### src/rtl/rpp_pkg.sv
`default_nettype none

package rpp_pkg;

    // Field widths
    localparam int C_COORD_BITS  = 16;
    localparam int C_DIM_BITS    = 16;
    localparam int C_PITCH_BITS  = 18;
    localparam int C_BPP_BITS    = 3;
    localparam int C_FMT_BITS    = 9;
    localparam int C_RGB_BITS    = 24;
    localparam int C_COMP_BITS   = 8;
    localparam int C_SIZE_BITS   = 4;
    localparam int C_POS_BITS    = 5;
    localparam int C_PROD_BITS   = 2 * C_COMP_BITS;
    localparam int C_WORD_BITS   = 32;
    localparam int C_OFFSET_BITS = 34;

    // Configuration port
    localparam int C_CFG_IDX_BITS  = 3;
    localparam int C_CFG_DATA_BITS = 18;

    // Derived arithmetic widths
    localparam int C_CMP_BITS = (C_COORD_BITS > C_DIM_BITS) ? C_COORD_BITS : C_DIM_BITS;
    localparam int C_YP_BITS  = C_COORD_BITS + C_PITCH_BITS;
    localparam int C_XB_BITS  = C_COORD_BITS + C_BPP_BITS;
    localparam int C_SUM_BITS = (C_YP_BITS + 1 > C_OFFSET_BITS) ? C_YP_BITS + 1 : C_OFFSET_BITS;

    // Clamp limits and reset values
    localparam logic [C_BPP_BITS-1:0]  C_BPP_MIN       = 3'd2;
    localparam logic [C_BPP_BITS-1:0]  C_BPP_MAX       = 3'd4;
    localparam logic [C_SIZE_BITS-1:0] C_SIZE_MAX      = 4'd8;
    localparam logic [C_BPP_BITS-1:0]  C_RST_BPP       = 3'd4;
    localparam logic [C_FMT_BITS-1:0]  C_RST_RED_FMT   = 9'd264;
    localparam logic [C_FMT_BITS-1:0]  C_RST_GREEN_FMT = 9'd136;
    localparam logic [C_FMT_BITS-1:0]  C_RST_BLUE_FMT  = 9'd8;

    typedef logic [C_CMP_BITS-1:0]    t_cmp;
    typedef logic [C_SUM_BITS-1:0]    t_sum;
    typedef logic [C_OFFSET_BITS-1:0] t_offset;
    typedef logic [C_WORD_BITS-1:0]   t_word;

    typedef enum logic [C_CFG_IDX_BITS-1:0] {
        CFG_SCREEN_WIDTH    = 3'd0,
        CFG_SCREEN_HEIGHT   = 3'd1,
        CFG_LINE_PITCH      = 3'd2,
        CFG_BYTES_PER_PIXEL = 3'd3,
        CFG_RED_FORMAT      = 3'd4,
        CFG_GREEN_FORMAT    = 3'd5,
        CFG_BLUE_FORMAT     = 3'd6
    } t_cfg_idx;

    typedef struct packed {
        logic [C_COORD_BITS-1:0] pos_x;
        logic [C_COORD_BITS-1:0] pos_y;
        logic [C_RGB_BITS-1:0]   colour_rgb;
    } t_in_item;

    typedef struct packed {
        logic [C_OFFSET_BITS-1:0] byte_offset;
        logic [C_WORD_BITS-1:0]   pixel_word;
        logic [C_BPP_BITS-1:0]    byte_count;
    } t_out_item;

    typedef struct packed {
        logic [C_DIM_BITS-1:0]   screen_width;
        logic [C_DIM_BITS-1:0]   screen_height;
        logic [C_PITCH_BITS-1:0] line_pitch;
        logic [C_BPP_BITS-1:0]   bytes_per_pixel;
        logic [C_FMT_BITS-1:0]   red_format;
        logic [C_FMT_BITS-1:0]   green_format;
        logic [C_FMT_BITS-1:0]   blue_format;
    } t_cfg;

    // Stage 1 -> 2: raw products
    typedef struct packed {
        logic [C_YP_BITS-1:0]   y_pitch;
        logic [C_XB_BITS-1:0]   x_bpp;
        logic [C_PROD_BITS-1:0] prod_r;
        logic [C_PROD_BITS-1:0] prod_g;
        logic [C_PROD_BITS-1:0] prod_b;
        logic [C_POS_BITS-1:0]  pos_r;
        logic [C_POS_BITS-1:0]  pos_g;
        logic [C_POS_BITS-1:0]  pos_b;
        logic [C_BPP_BITS-1:0]  bpp;
    } t_s1;

    // Stage 2 -> 3: offset done, components rescaled
    typedef struct packed {
        logic [C_OFFSET_BITS-1:0] byte_offset;
        logic [C_COMP_BITS-1:0]   scaled_r;
        logic [C_COMP_BITS-1:0]   scaled_g;
        logic [C_COMP_BITS-1:0]   scaled_b;
        logic [C_POS_BITS-1:0]    pos_r;
        logic [C_POS_BITS-1:0]    pos_g;
        logic [C_POS_BITS-1:0]    pos_b;
        logic [C_BPP_BITS-1:0]    bpp;
    } t_s2;

    // 2^size-1, or zero for an unusable size
    function automatic logic [C_COMP_BITS-1:0] size_mask(input logic [C_SIZE_BITS-1:0] size);
        logic [C_COMP_BITS:0] m;
        m = (9'd1 << size) - 9'd1;
        if (size == '0 || size > C_SIZE_MAX) begin
            return '0;
        end
        return m[C_COMP_BITS-1:0];
    endfunction

    // p / 255 for p <= 255*255: (p + (p >> 8) + 1) >> 8
    function automatic logic [C_COMP_BITS-1:0] div255(input logic [C_PROD_BITS-1:0] p);
        logic [C_PROD_BITS:0] t;
        t = {1'b0, p} + {{(C_COMP_BITS+1){1'b0}}, p[C_PROD_BITS-1:C_COMP_BITS]}
            + {{C_PROD_BITS{1'b0}}, 1'b1};
        return t[C_PROD_BITS-1:C_COMP_BITS];
    endfunction

endpackage

`default_nettype wire

### src/rtl/rpp_cfg_regs.sv
`default_nettype none

module rpp_cfg_regs (
    input  wire logic                               i_clk,
    input  wire logic                               i_rst_n,
    input  wire logic                               i_cfg_we,
    input  wire logic [rpp_pkg::C_CFG_IDX_BITS-1:0] i_cfg_index,
    input  wire logic [rpp_pkg::C_CFG_DATA_BITS-1:0] i_cfg_data,
    output rpp_pkg::t_cfg                           o_cfg
);

    rpp_pkg::t_cfg r_cfg;
    rpp_pkg::t_cfg n_cfg;

    always_comb begin
        n_cfg = r_cfg;
        if (i_cfg_we) begin
            unique case (rpp_pkg::t_cfg_idx'(i_cfg_index))
                rpp_pkg::CFG_SCREEN_WIDTH: begin
                    n_cfg.screen_width = i_cfg_data[rpp_pkg::C_DIM_BITS-1:0];
                end
                rpp_pkg::CFG_SCREEN_HEIGHT: begin
                    n_cfg.screen_height = i_cfg_data[rpp_pkg::C_DIM_BITS-1:0];
                end
                rpp_pkg::CFG_LINE_PITCH: begin
                    n_cfg.line_pitch = i_cfg_data[rpp_pkg::C_PITCH_BITS-1:0];
                end
                rpp_pkg::CFG_BYTES_PER_PIXEL: begin
                    n_cfg.bytes_per_pixel = i_cfg_data[rpp_pkg::C_BPP_BITS-1:0];
                end
                rpp_pkg::CFG_RED_FORMAT: begin
                    n_cfg.red_format = i_cfg_data[rpp_pkg::C_FMT_BITS-1:0];
                end
                rpp_pkg::CFG_GREEN_FORMAT: begin
                    n_cfg.green_format = i_cfg_data[rpp_pkg::C_FMT_BITS-1:0];
                end
                rpp_pkg::CFG_BLUE_FORMAT: begin
                    n_cfg.blue_format = i_cfg_data[rpp_pkg::C_FMT_BITS-1:0];
                end
                default: begin
                    // unknown index: ignored
                end
            endcase
        end
    end

    always_ff @(posedge i_clk) begin
        if (!i_rst_n) begin
            r_cfg.screen_width    <= '0;
            r_cfg.screen_height   <= '0;
            r_cfg.line_pitch      <= '0;
            r_cfg.bytes_per_pixel <= rpp_pkg::C_RST_BPP;
            r_cfg.red_format      <= rpp_pkg::C_RST_RED_FMT;
            r_cfg.green_format    <= rpp_pkg::C_RST_GREEN_FMT;
            r_cfg.blue_format     <= rpp_pkg::C_RST_BLUE_FMT;
        end else begin
            r_cfg <= n_cfg;
        end
    end

    assign o_cfg = r_cfg;

endmodule

`default_nettype wire

### src/rtl/rpp_mul_stage.sv
`default_nettype none

module rpp_mul_stage (
    input  wire logic          i_clk,
    input  wire logic          i_rst_n,
    input  wire logic          i_en,
    input  wire logic          i_valid,
    input  wire rpp_pkg::t_in_item i_item,
    input  wire rpp_pkg::t_cfg i_cfg,
    output logic               o_valid,
    output rpp_pkg::t_s1       o_s1
);

    logic                 r_valid;
    rpp_pkg::t_s1         r_s1;
    rpp_pkg::t_s1         n_s1;
    logic                 visible;
    logic [rpp_pkg::C_BPP_BITS-1:0] bpp;

    always_comb begin
        visible = (rpp_pkg::t_cmp'(i_item.pos_x) < rpp_pkg::t_cmp'(i_cfg.screen_width))
               && (rpp_pkg::t_cmp'(i_item.pos_y) < rpp_pkg::t_cmp'(i_cfg.screen_height));

        if (i_cfg.bytes_per_pixel < rpp_pkg::C_BPP_MIN) begin
            bpp = rpp_pkg::C_BPP_MIN;
        end else if (i_cfg.bytes_per_pixel > rpp_pkg::C_BPP_MAX) begin
            bpp = rpp_pkg::C_BPP_MAX;
        end else begin
            bpp = i_cfg.bytes_per_pixel;
        end

        n_s1.y_pitch = rpp_pkg::C_YP_BITS'(i_item.pos_y) * rpp_pkg::C_YP_BITS'(i_cfg.line_pitch);
        n_s1.x_bpp   = rpp_pkg::C_XB_BITS'(i_item.pos_x) * rpp_pkg::C_XB_BITS'(bpp);
        n_s1.prod_r  = rpp_pkg::C_PROD_BITS'(i_item.colour_rgb[23:16])
                     * rpp_pkg::C_PROD_BITS'(rpp_pkg::size_mask(i_cfg.red_format[3:0]));
        n_s1.prod_g  = rpp_pkg::C_PROD_BITS'(i_item.colour_rgb[15:8])
                     * rpp_pkg::C_PROD_BITS'(rpp_pkg::size_mask(i_cfg.green_format[3:0]));
        n_s1.prod_b  = rpp_pkg::C_PROD_BITS'(i_item.colour_rgb[7:0])
                     * rpp_pkg::C_PROD_BITS'(rpp_pkg::size_mask(i_cfg.blue_format[3:0]));
        n_s1.pos_r   = i_cfg.red_format[8:4];
        n_s1.pos_g   = i_cfg.green_format[8:4];
        n_s1.pos_b   = i_cfg.blue_format[8:4];
        n_s1.bpp     = bpp;
    end

    always_ff @(posedge i_clk) begin
        if (!i_rst_n) begin
            r_valid <= 1'b0;
        end else if (i_en) begin
            r_valid <= i_valid && visible;
        end
    end

    always_ff @(posedge i_clk) begin
        if (i_en) begin
            r_s1 <= n_s1;
        end
    end

    assign o_valid = r_valid;
    assign o_s1    = r_s1;

endmodule

`default_nettype wire

### src/rtl/rpp_scale_stage.sv
`default_nettype none

module rpp_scale_stage (
    input  wire logic     i_clk,
    input  wire logic     i_rst_n,
    input  wire logic     i_en,
    input  wire logic     i_valid,
    input  wire rpp_pkg::t_s1 i_s1,
    output logic          o_valid,
    output rpp_pkg::t_s2  o_s2
);

    logic          r_valid;
    rpp_pkg::t_s2  r_s2;
    rpp_pkg::t_s2  n_s2;
    rpp_pkg::t_sum sum;

    always_comb begin
        sum = rpp_pkg::t_sum'(i_s1.y_pitch) + rpp_pkg::t_sum'(i_s1.x_bpp);
        n_s2.byte_offset = sum[rpp_pkg::C_OFFSET_BITS-1:0];
        n_s2.scaled_r    = rpp_pkg::div255(i_s1.prod_r);
        n_s2.scaled_g    = rpp_pkg::div255(i_s1.prod_g);
        n_s2.scaled_b    = rpp_pkg::div255(i_s1.prod_b);
        n_s2.pos_r       = i_s1.pos_r;
        n_s2.pos_g       = i_s1.pos_g;
        n_s2.pos_b       = i_s1.pos_b;
        n_s2.bpp         = i_s1.bpp;
    end

    always_ff @(posedge i_clk) begin
        if (!i_rst_n) begin
            r_valid <= 1'b0;
        end else if (i_en) begin
            r_valid <= i_valid;
        end
    end

    always_ff @(posedge i_clk) begin
        if (i_en) begin
            r_s2 <= n_s2;
        end
    end

    assign o_valid = r_valid;
    assign o_s2    = r_s2;

endmodule

`default_nettype wire

### src/rtl/rpp_pack_stage.sv
`default_nettype none

module rpp_pack_stage (
    input  wire logic          i_clk,
    input  wire logic          i_rst_n,
    input  wire logic          i_en,
    input  wire logic          i_valid,
    input  wire rpp_pkg::t_s2  i_s2,
    output logic               o_valid,
    output rpp_pkg::t_out_item o_item
);

    logic               r_valid;
    rpp_pkg::t_out_item r_item;
    rpp_pkg::t_out_item n_item;

    always_comb begin
        // bits shifted past the top of the word are dropped
        n_item.pixel_word  = (rpp_pkg::t_word'(i_s2.scaled_r) << i_s2.pos_r)
                           | (rpp_pkg::t_word'(i_s2.scaled_g) << i_s2.pos_g)
                           | (rpp_pkg::t_word'(i_s2.scaled_b) << i_s2.pos_b);
        n_item.byte_offset = i_s2.byte_offset;
        n_item.byte_count  = i_s2.bpp;
    end

    always_ff @(posedge i_clk) begin
        if (!i_rst_n) begin
            r_valid <= 1'b0;
        end else if (i_en) begin
            r_valid <= i_valid;
        end
    end

    always_ff @(posedge i_clk) begin
        if (i_en) begin
            r_item <= n_item;
        end
    end

    assign o_valid = r_valid;
    assign o_item  = r_item;

endmodule

`default_nettype wire

### src/rtl/rgb_pixel_packer_top.sv
// Path: an accepted item is registered in stage 1, then stage 2, then stage 3, which is the output register.
// Throughput: one item per cycle; the three stages advance together unless a
// result waits in the output register under stall.
// Reset: synchronous, active low; clears all stage valid bits and loads the
// configuration reset values (width/height/pitch 0, 4 bytes per pixel, 8:8:8 at 16/8/0).
`default_nettype none

module rgb_pixel_packer_top (
    input  wire logic                                i_clk,
    input  wire logic                                i_rst_n,
    // configuration write port
    input  wire logic                                i_cfg_we,
    input  wire logic [rpp_pkg::C_CFG_IDX_BITS-1:0]  i_cfg_index,
    input  wire logic [rpp_pkg::C_CFG_DATA_BITS-1:0] i_cfg_data,
    // input items
    input  wire logic                                i_in_valid,
    output logic                                     o_in_stall,
    input  wire rpp_pkg::t_in_item                   i_in_data,
    // result items
    output logic                                     o_out_valid,
    input  wire logic                                i_out_stall,
    output rpp_pkg::t_out_item                       o_out_data
);

    rpp_pkg::t_cfg      cfg;
    rpp_pkg::t_s1       s1;
    rpp_pkg::t_s2       s2;
    rpp_pkg::t_out_item out_item;
    logic               s1_valid;
    logic               s2_valid;
    logic               s3_valid;
    logic               en;

    // Whole pipe moves as one unless a finished result is held at the output.
    // Bubbles and dropped (off-screen) items ride along as cleared valid bits.
    assign en         = !(s3_valid && i_out_stall);
    assign o_in_stall = !en;

    rpp_cfg_regs u_cfg (
        .i_clk       (i_clk),
        .i_rst_n     (i_rst_n),
        .i_cfg_we    (i_cfg_we),
        .i_cfg_index (i_cfg_index),
        .i_cfg_data  (i_cfg_data),
        .o_cfg       (cfg)
    );

    // Stage 1: bounds check, bpp clamp, y*pitch, x*bpp, component*mask
    rpp_mul_stage u_mul (
        .i_clk   (i_clk),
        .i_rst_n (i_rst_n),
        .i_en    (en),
        .i_valid (i_in_valid),
        .i_item  (i_in_data),
        .i_cfg   (cfg),
        .o_valid (s1_valid),
        .o_s1    (s1)
    );

    // Stage 2: offset sum, divide by 255 via reciprocal trick
    rpp_scale_stage u_scale (
        .i_clk   (i_clk),
        .i_rst_n (i_rst_n),
        .i_en    (en),
        .i_valid (s1_valid),
        .i_s1    (s1),
        .o_valid (s2_valid),
        .o_s2    (s2)
    );

    // Stage 3: shift into position and OR; doubles as the output register
    rpp_pack_stage u_pack (
        .i_clk   (i_clk),
        .i_rst_n (i_rst_n),
        .i_en    (en),
        .i_valid (s2_valid),
        .i_s2    (s2),
        .o_valid (s3_valid),
        .o_item  (out_item)
    );

    assign o_out_valid = s3_valid;
    assign o_out_data  = out_item;

endmodule

`default_nettype wire
### config.mk
export PLATFORM = sky130hd
export DESIGN_NAME = rgb_pixel_packer_top
export DESIGN_NICKNAME = d
export VERILOG_FILES = /design/src/rtl/rpp_pkg.sv /design/src/rtl/rpp_cfg_regs.sv /design/src/rtl/rpp_mul_stage.sv /design/src/rtl/rpp_scale_stage.sv /design/src/rtl/rpp_pack_stage.sv /design/src/rtl/rgb_pixel_packer_top.sv
export SDC_FILE = /design/constraint.sdc
export NUM_CORES = 2
export LEC_CHECK = 0
export ABC_AREA = 1
export BUFFER_PORTS_ARGS = -buffer_cell sky130_fd_sc_hd__buf_2
export CAP_MARGIN = 10
export CORE_ASPECT_RATIO = 0.6
export CORE_UTILIZATION = 35
export CTS_CLUSTER_DIAMETER = 200
export DETAILED_ROUTE_END_ITERATION = 10
export GPL_ROUTABILITY_DRIVEN = 0
export PLACE_DENSITY = 0.58
export SLEW_MARGIN = 20
export SYNTH_ARGS = -nofsm -noshare
export SYNTH_HDL_FRONTEND = slang
export SYNTH_SLANG_ARGS = --single-unit
export TNS_END_PERCENT = 50
### constraint.sdc
create_clock -name i_clk -period 9 [get_ports i_clk]
set_clock_uncertainty 0.2 [all_clocks]
set_input_delay 1.35 -clock i_clk [delete_from_list [all_inputs] [get_ports i_clk]]
set_output_delay 1.35 -clock i_clk [all_outputs]
set_load 0.02 [all_outputs]
# After elaboration in Yosys (flattened, before gate mapping)
# Cells that the tools add are included.
# W data, S select, Z words.
# word_totals
register_bits	347
latchBits	0
ramBits	0
mem_bits_ro	0
word_cells	94
mem_count	0
# classes
add_sub_neg	10
mul	5
div	0
order_cmp	7
eq_ne	6
shift	6
mux	11
bitwise	2
n_reduce_logical	17
# ops
op	n
$shl A8 B5 Y32	3
$or A32 B32 Y32	2
$add A16 B1 Y16 const B	3
$add A16 B8 Y16	3
$mul A8 B8 Y16	3
$mux W8	6
$add A34 B19 Y34	1
$mul A16 B18 Y34	1
$lt A16 B16 Y1	2
$shl A1 B4 Y8 const A	3
$sub A8 B1 Y8 const B	3
$mul A16 B3 Y19	1
$reduce_and A2 Y1	7
$gt A4 B4 Y1 const B	3
$logic_not A4 Y1	3
$eq A3 B3 Y1 const B	3
$eq A3 B2 Y1 const B	2
$mux W3	2
$eq A3 B1 Y1 const B	1
$gt A3 B3 Y1 const B	1
$logic_and A1 B1 Y1	3
$logic_not A3 Y1	1
$logic_or A1 B1 Y1	3
$lt A3 B2 Y1 const B	1
$mux W1	3

# Longest topological paths before layout
# logic_depth
word_depth	5
mapped_depth	28
depth_no_buf	27

# Hierarchy
# Synthesis repeated with hierarchy kept, for this count alone.
# hier_totals
hier_cells	4519
hier_area_um2	35422.7
# by_module_without_submodules
mod	n_inst	cells_per_inst	area_per_inst_um2	seq_area_each_um2
rpp_mul_stage	1	2808	22396.5	3593.4
rpp_scale_stage	1	684	5378.9	2302.2
rpp_pack_stage	1	563	4396.7	2092.0
rpp_cfg_regs	1	462	3240.6	1601.5
rgb_pixel_packer_top	1	2	10.0	0.0

# Worst setup path before layout
# Ideal clock, no wire load.
# synth_timing
kind	input-to-output
startpoint	in i_out_stall
endpoint	out o_in_stall
arrival_ps	8293
slack_ps	-843
cell_stages	2
path_buffers	0
cell_sequence	nand2_1 > inv_1
# synth_between
elab_chain_cells	1
# synth_lines
item	line	text
start, declared	rgb_pixel_packer_top.sv:21	input wire logic i_out_stall,
$logic_and A1 B1 Y1	rgb_pixel_packer_top.sv:36	assign en = !(s3_valid && i_out_stall);
end, declared	rgb_pixel_packer_top.sv:17	output logic o_in_stall,
# Every way passes these cells.

==> results.yml <==
run_status:
  status: "complete, no violations"
routing:
  post_drt_wl_per_cell_microns: 17.3
  drt-initial-drc-count: 2958
  vias: 27800
  wl_met2_microns: 35300
  drt_pass1_iterations: 5
  top_layer_used: "met5"
  dr_wl_met3_microns: 9360
  remaining_drc_errors: 0
  wirelength_microns: 98600
  final_antenna_net_count: 0
  met1_length_microns: 52200
  drt-vias-per-instance: 4.88
sta:
  timing.final.crit_share_pct: 72.3
  setup_viol: 0
  fmaxAchievable_ghz: 0.154
  tightestPinTransition_ns: 1.03
  fin_crit_ns: 6.51
  drv_slew: 0
  grt_setup_unrepaired: "no"
  hold_violations: 0
  hold_slack_ns: 0.211
  finalSetupTns_ns: 0
  max_slew_margin_pct: 31.1
synth:
  synth-edff-count: 264
  syn_area_sq_um: 34300
  yosysUniqueCellTypes: 44
  ys_warn_count: 0
  syn_inst: 4275
  ys_seq_area_share_pct: 28.0
  async_reset_ff_share_pct: 0
  synth-main-ff-cell: "edfxtp_1"
  ys_ff_latch: 347
  synthesis.nets: 5006
  syn-mean-instance-area_sq_um: 8.02
cts:
  hold_buffers: 0
  numClockSinks: 347
  root_buffer: "clkbuf_16"
  htreeDepth: 2
  cts_setup_buffers: 0
  cts-resized-gates: 0
  cts_made_buffers: 39
  clockBufferDepth: 3
  cts_tree: "built"
  worstSkewPairLatency_ns: 0.57
  cts.clk_slew.worst_paths_ns: 0.06
pwr:
  power_uw: 9360
  vdd_drop_max_mv: 0.236
  swShare_pct: 44.1
  comb_power_share_pct: 52.8
  seqPwrFrac_pct: 28.4
  clkPwrFrac_pct: 18.9
  p_switching_uw: 4130
  powerDensity_nw_per_um2: 248
  internal_power_uw: 5240
  p_leak_uw: 0.0196
floorplan:
  start_util_pct: 35.5
  die_area_sq_um: 99300
  chipWidth_microns: 406
  ios: 153
  core_area_sq_um: 96600
  rows: 88
  die_h_microns: 244
global_routing:
  grt_pass1_wl_microns: 153000
  grt_max_degree: 83
  grt_overflow_total: 0
  grt_usage_pct: 20.0
  antenna_found_initial: 18
  grt_pass1_vias: 26200
placed_design:
  placedCellCount: 5618
  numPortBuffers: 152
  dpl.hpwl_microns: 78500
setup_path:
  crit_start: "i_in_data[30]"
  r2r_cells: 18
  critical_path_arrival_ns: 6.63
  worst-path-max-fanout: 19
  endpoint_kind: "flip-flop"
  worstSetupPathType: "input pin to flip-flop"
  worst-endpoint-required_ns: 9.12
  timing.rr.start: "u_cfg.o_cfg[44]"
  path_cells: "buf_2, nand2_1, fa_1, inv_1, fa_1, fa_1, inv_1, fa_1, inv_1, fa_1, inv_1, fa_1, inv_1, ha_1, nand2_1, nor2_1, inv_1, nor3_1, nand4_1, nand4_1, nand2_1"
  cpMaxStageDelayCell: "fa_1"
  start_kind: "input pin"
  cp_slowest_stage_delay_ns: 0.54
cells_and_area:
  num-nets-final: 5085
  drive_gt1_share_pct: 6.11
  fin_cells: 5695
  area_growth_syn_to_layout_pct: 9.94
job:
  drv_cap: 0
worst_hold_path:
  hold-path-cell-count: 0
  hold_start: "u_mul.o_s1[0]"
  hold_path.class: "flip-flop to flip-flop"
## power by group through the flow
stage	clock network (uW)	logic [uW]	registers, uW
after floorplan	0	3410	2710
after global placement	0	4820	2680
after detailed placement	0	4850	2680
after CTS	1820	4900	2650
after global routing	1870	5660	2700
final	1770	4940	2660
## worst paths after layout
check	slack, ns	to
max	2.49	u_mul.o_s1[111]
min	0.21	u_scale.o_s2[0]
max reg2reg	2.69	u_mul.o_s1[111]
min reg2reg	0.21	u_scale.o_s2[0]
## sequential cells by signal, summed over array words and instances (netlist names)
signal and flops:
u_cfg.o_cfg 80, u_mul.o_s1 119, u_mul.o_valid 1, u_pack.o_item 69, u_pack.o_valid 1, u_scale.o_s2 76, u_scale.o_valid 1
## metrics by stage
stage	utilization [%]	worst slack, ns	cell area, sq um
after global routing	39.0	2.28	37700
after detailed placement	37.6	1.95	36300
after floorplan	-	2.11	34300
after CTS	39.0	2.61	37700
final	39.0	2.49	37700
after global placement	37.6	2.05	36300
## cell usage after synthesis (3+ instances only)
library cell	count	area share (%)
nand2_1	1004	11
inv_1	862	9.4
nor2_1	424	4.6
fa_1	340	20
ha_1	309	11
edfxtp_1	264	23
nand3_1	241	3.5
a21oi_1	180	2.6
o21ai_0	171	2.5
clkbuf_1	111	1.2
dfxtp_1	83	4.8
xor2_1	76	1.9
nand4_1	39	0.71
nor3_1	28	0.41
xnor2_1	17	0.43
or2_2	16	0.29
o211ai_1	10	0.22
a21o_1	9	0.20
a31oi_1	9	0.16
o21a_1	8	0.18
buf_2	7	0.10
clkinv_1	7	0.077
nand3b_1	7	0.15
nor2_4	6	0.20
a211oi_1	5	0.11
buf_1	5	0.055
nor2_2	5	0.091
o21bai_1	5	0.11
inv_2	3	0.033
nor3_2	3	0.088
## worst max-delay path, delay by kind of cell
kind / cells / cell delay [ns]
adder cells (fa/ha/maj): 7 / 3.38
AND/OR/NAND/NOR: 7 / 1.04
buffers and inverters: 7 / 0.82
## cells in the final DEF, fill, tap and decap left out, drive strengths merged, types with 4 or more instances in the layout
cell type,netlist,routed
nand2,1005,1005
inv,865,871
nor2,435,435
fa,340,340
ha,309,309
edfxtp,264,264
nand3,242,242
a21oi,181,181
o21ai,173,173
buf,15,164
dfxtp,83,83
xor2,76,76
clkbuf,111,47
nand4,39,39
nor3,31,31
xnor2,17,17
or2,16,16
clkinv,7,14
o211ai,10,10
a21o,9,9
a31oi,9,9
o21a,8,8
bufinv,0,8
nand3b,7,7
diode,0,5
a211oi,5,5
o21bai,5,5
clkinvlp,0,4
## kinds of logic (layout without fill, tap and decap cells)
group,Yosys count,in the layout,synth area share [%]
buf+inv,998,1108,11.0
simple gates,1782,1782,21.3
fa+ha+maj,649,649,31.1
other cells,0,5,0
compound gates,406,406,6.28
xor+xnor,93,93,2.37
flops,347,347,28.0
## final cells by class
class                      count  area (sq um)
fill                        9909         58900
multi-input combinational   2930         21000
sequential                   347          9590
inverter                     872          3270
tap                         1305          1630
clock buffer                  47          1040
timing repair buffer         164           851
clock inverter                25           358
antenna                        5          12.5
## metal layers
layer | vias to the layer above | global-route usage [%]
met5 | - | 0
met4 | 4 | 3.55
met3 | 111 | 4.41
met2 | 1070 | 25.5
met1 | 13100 | 33.1
li1 | 13500 | -
Note: power is estimated with default switching activity, not from simulation.
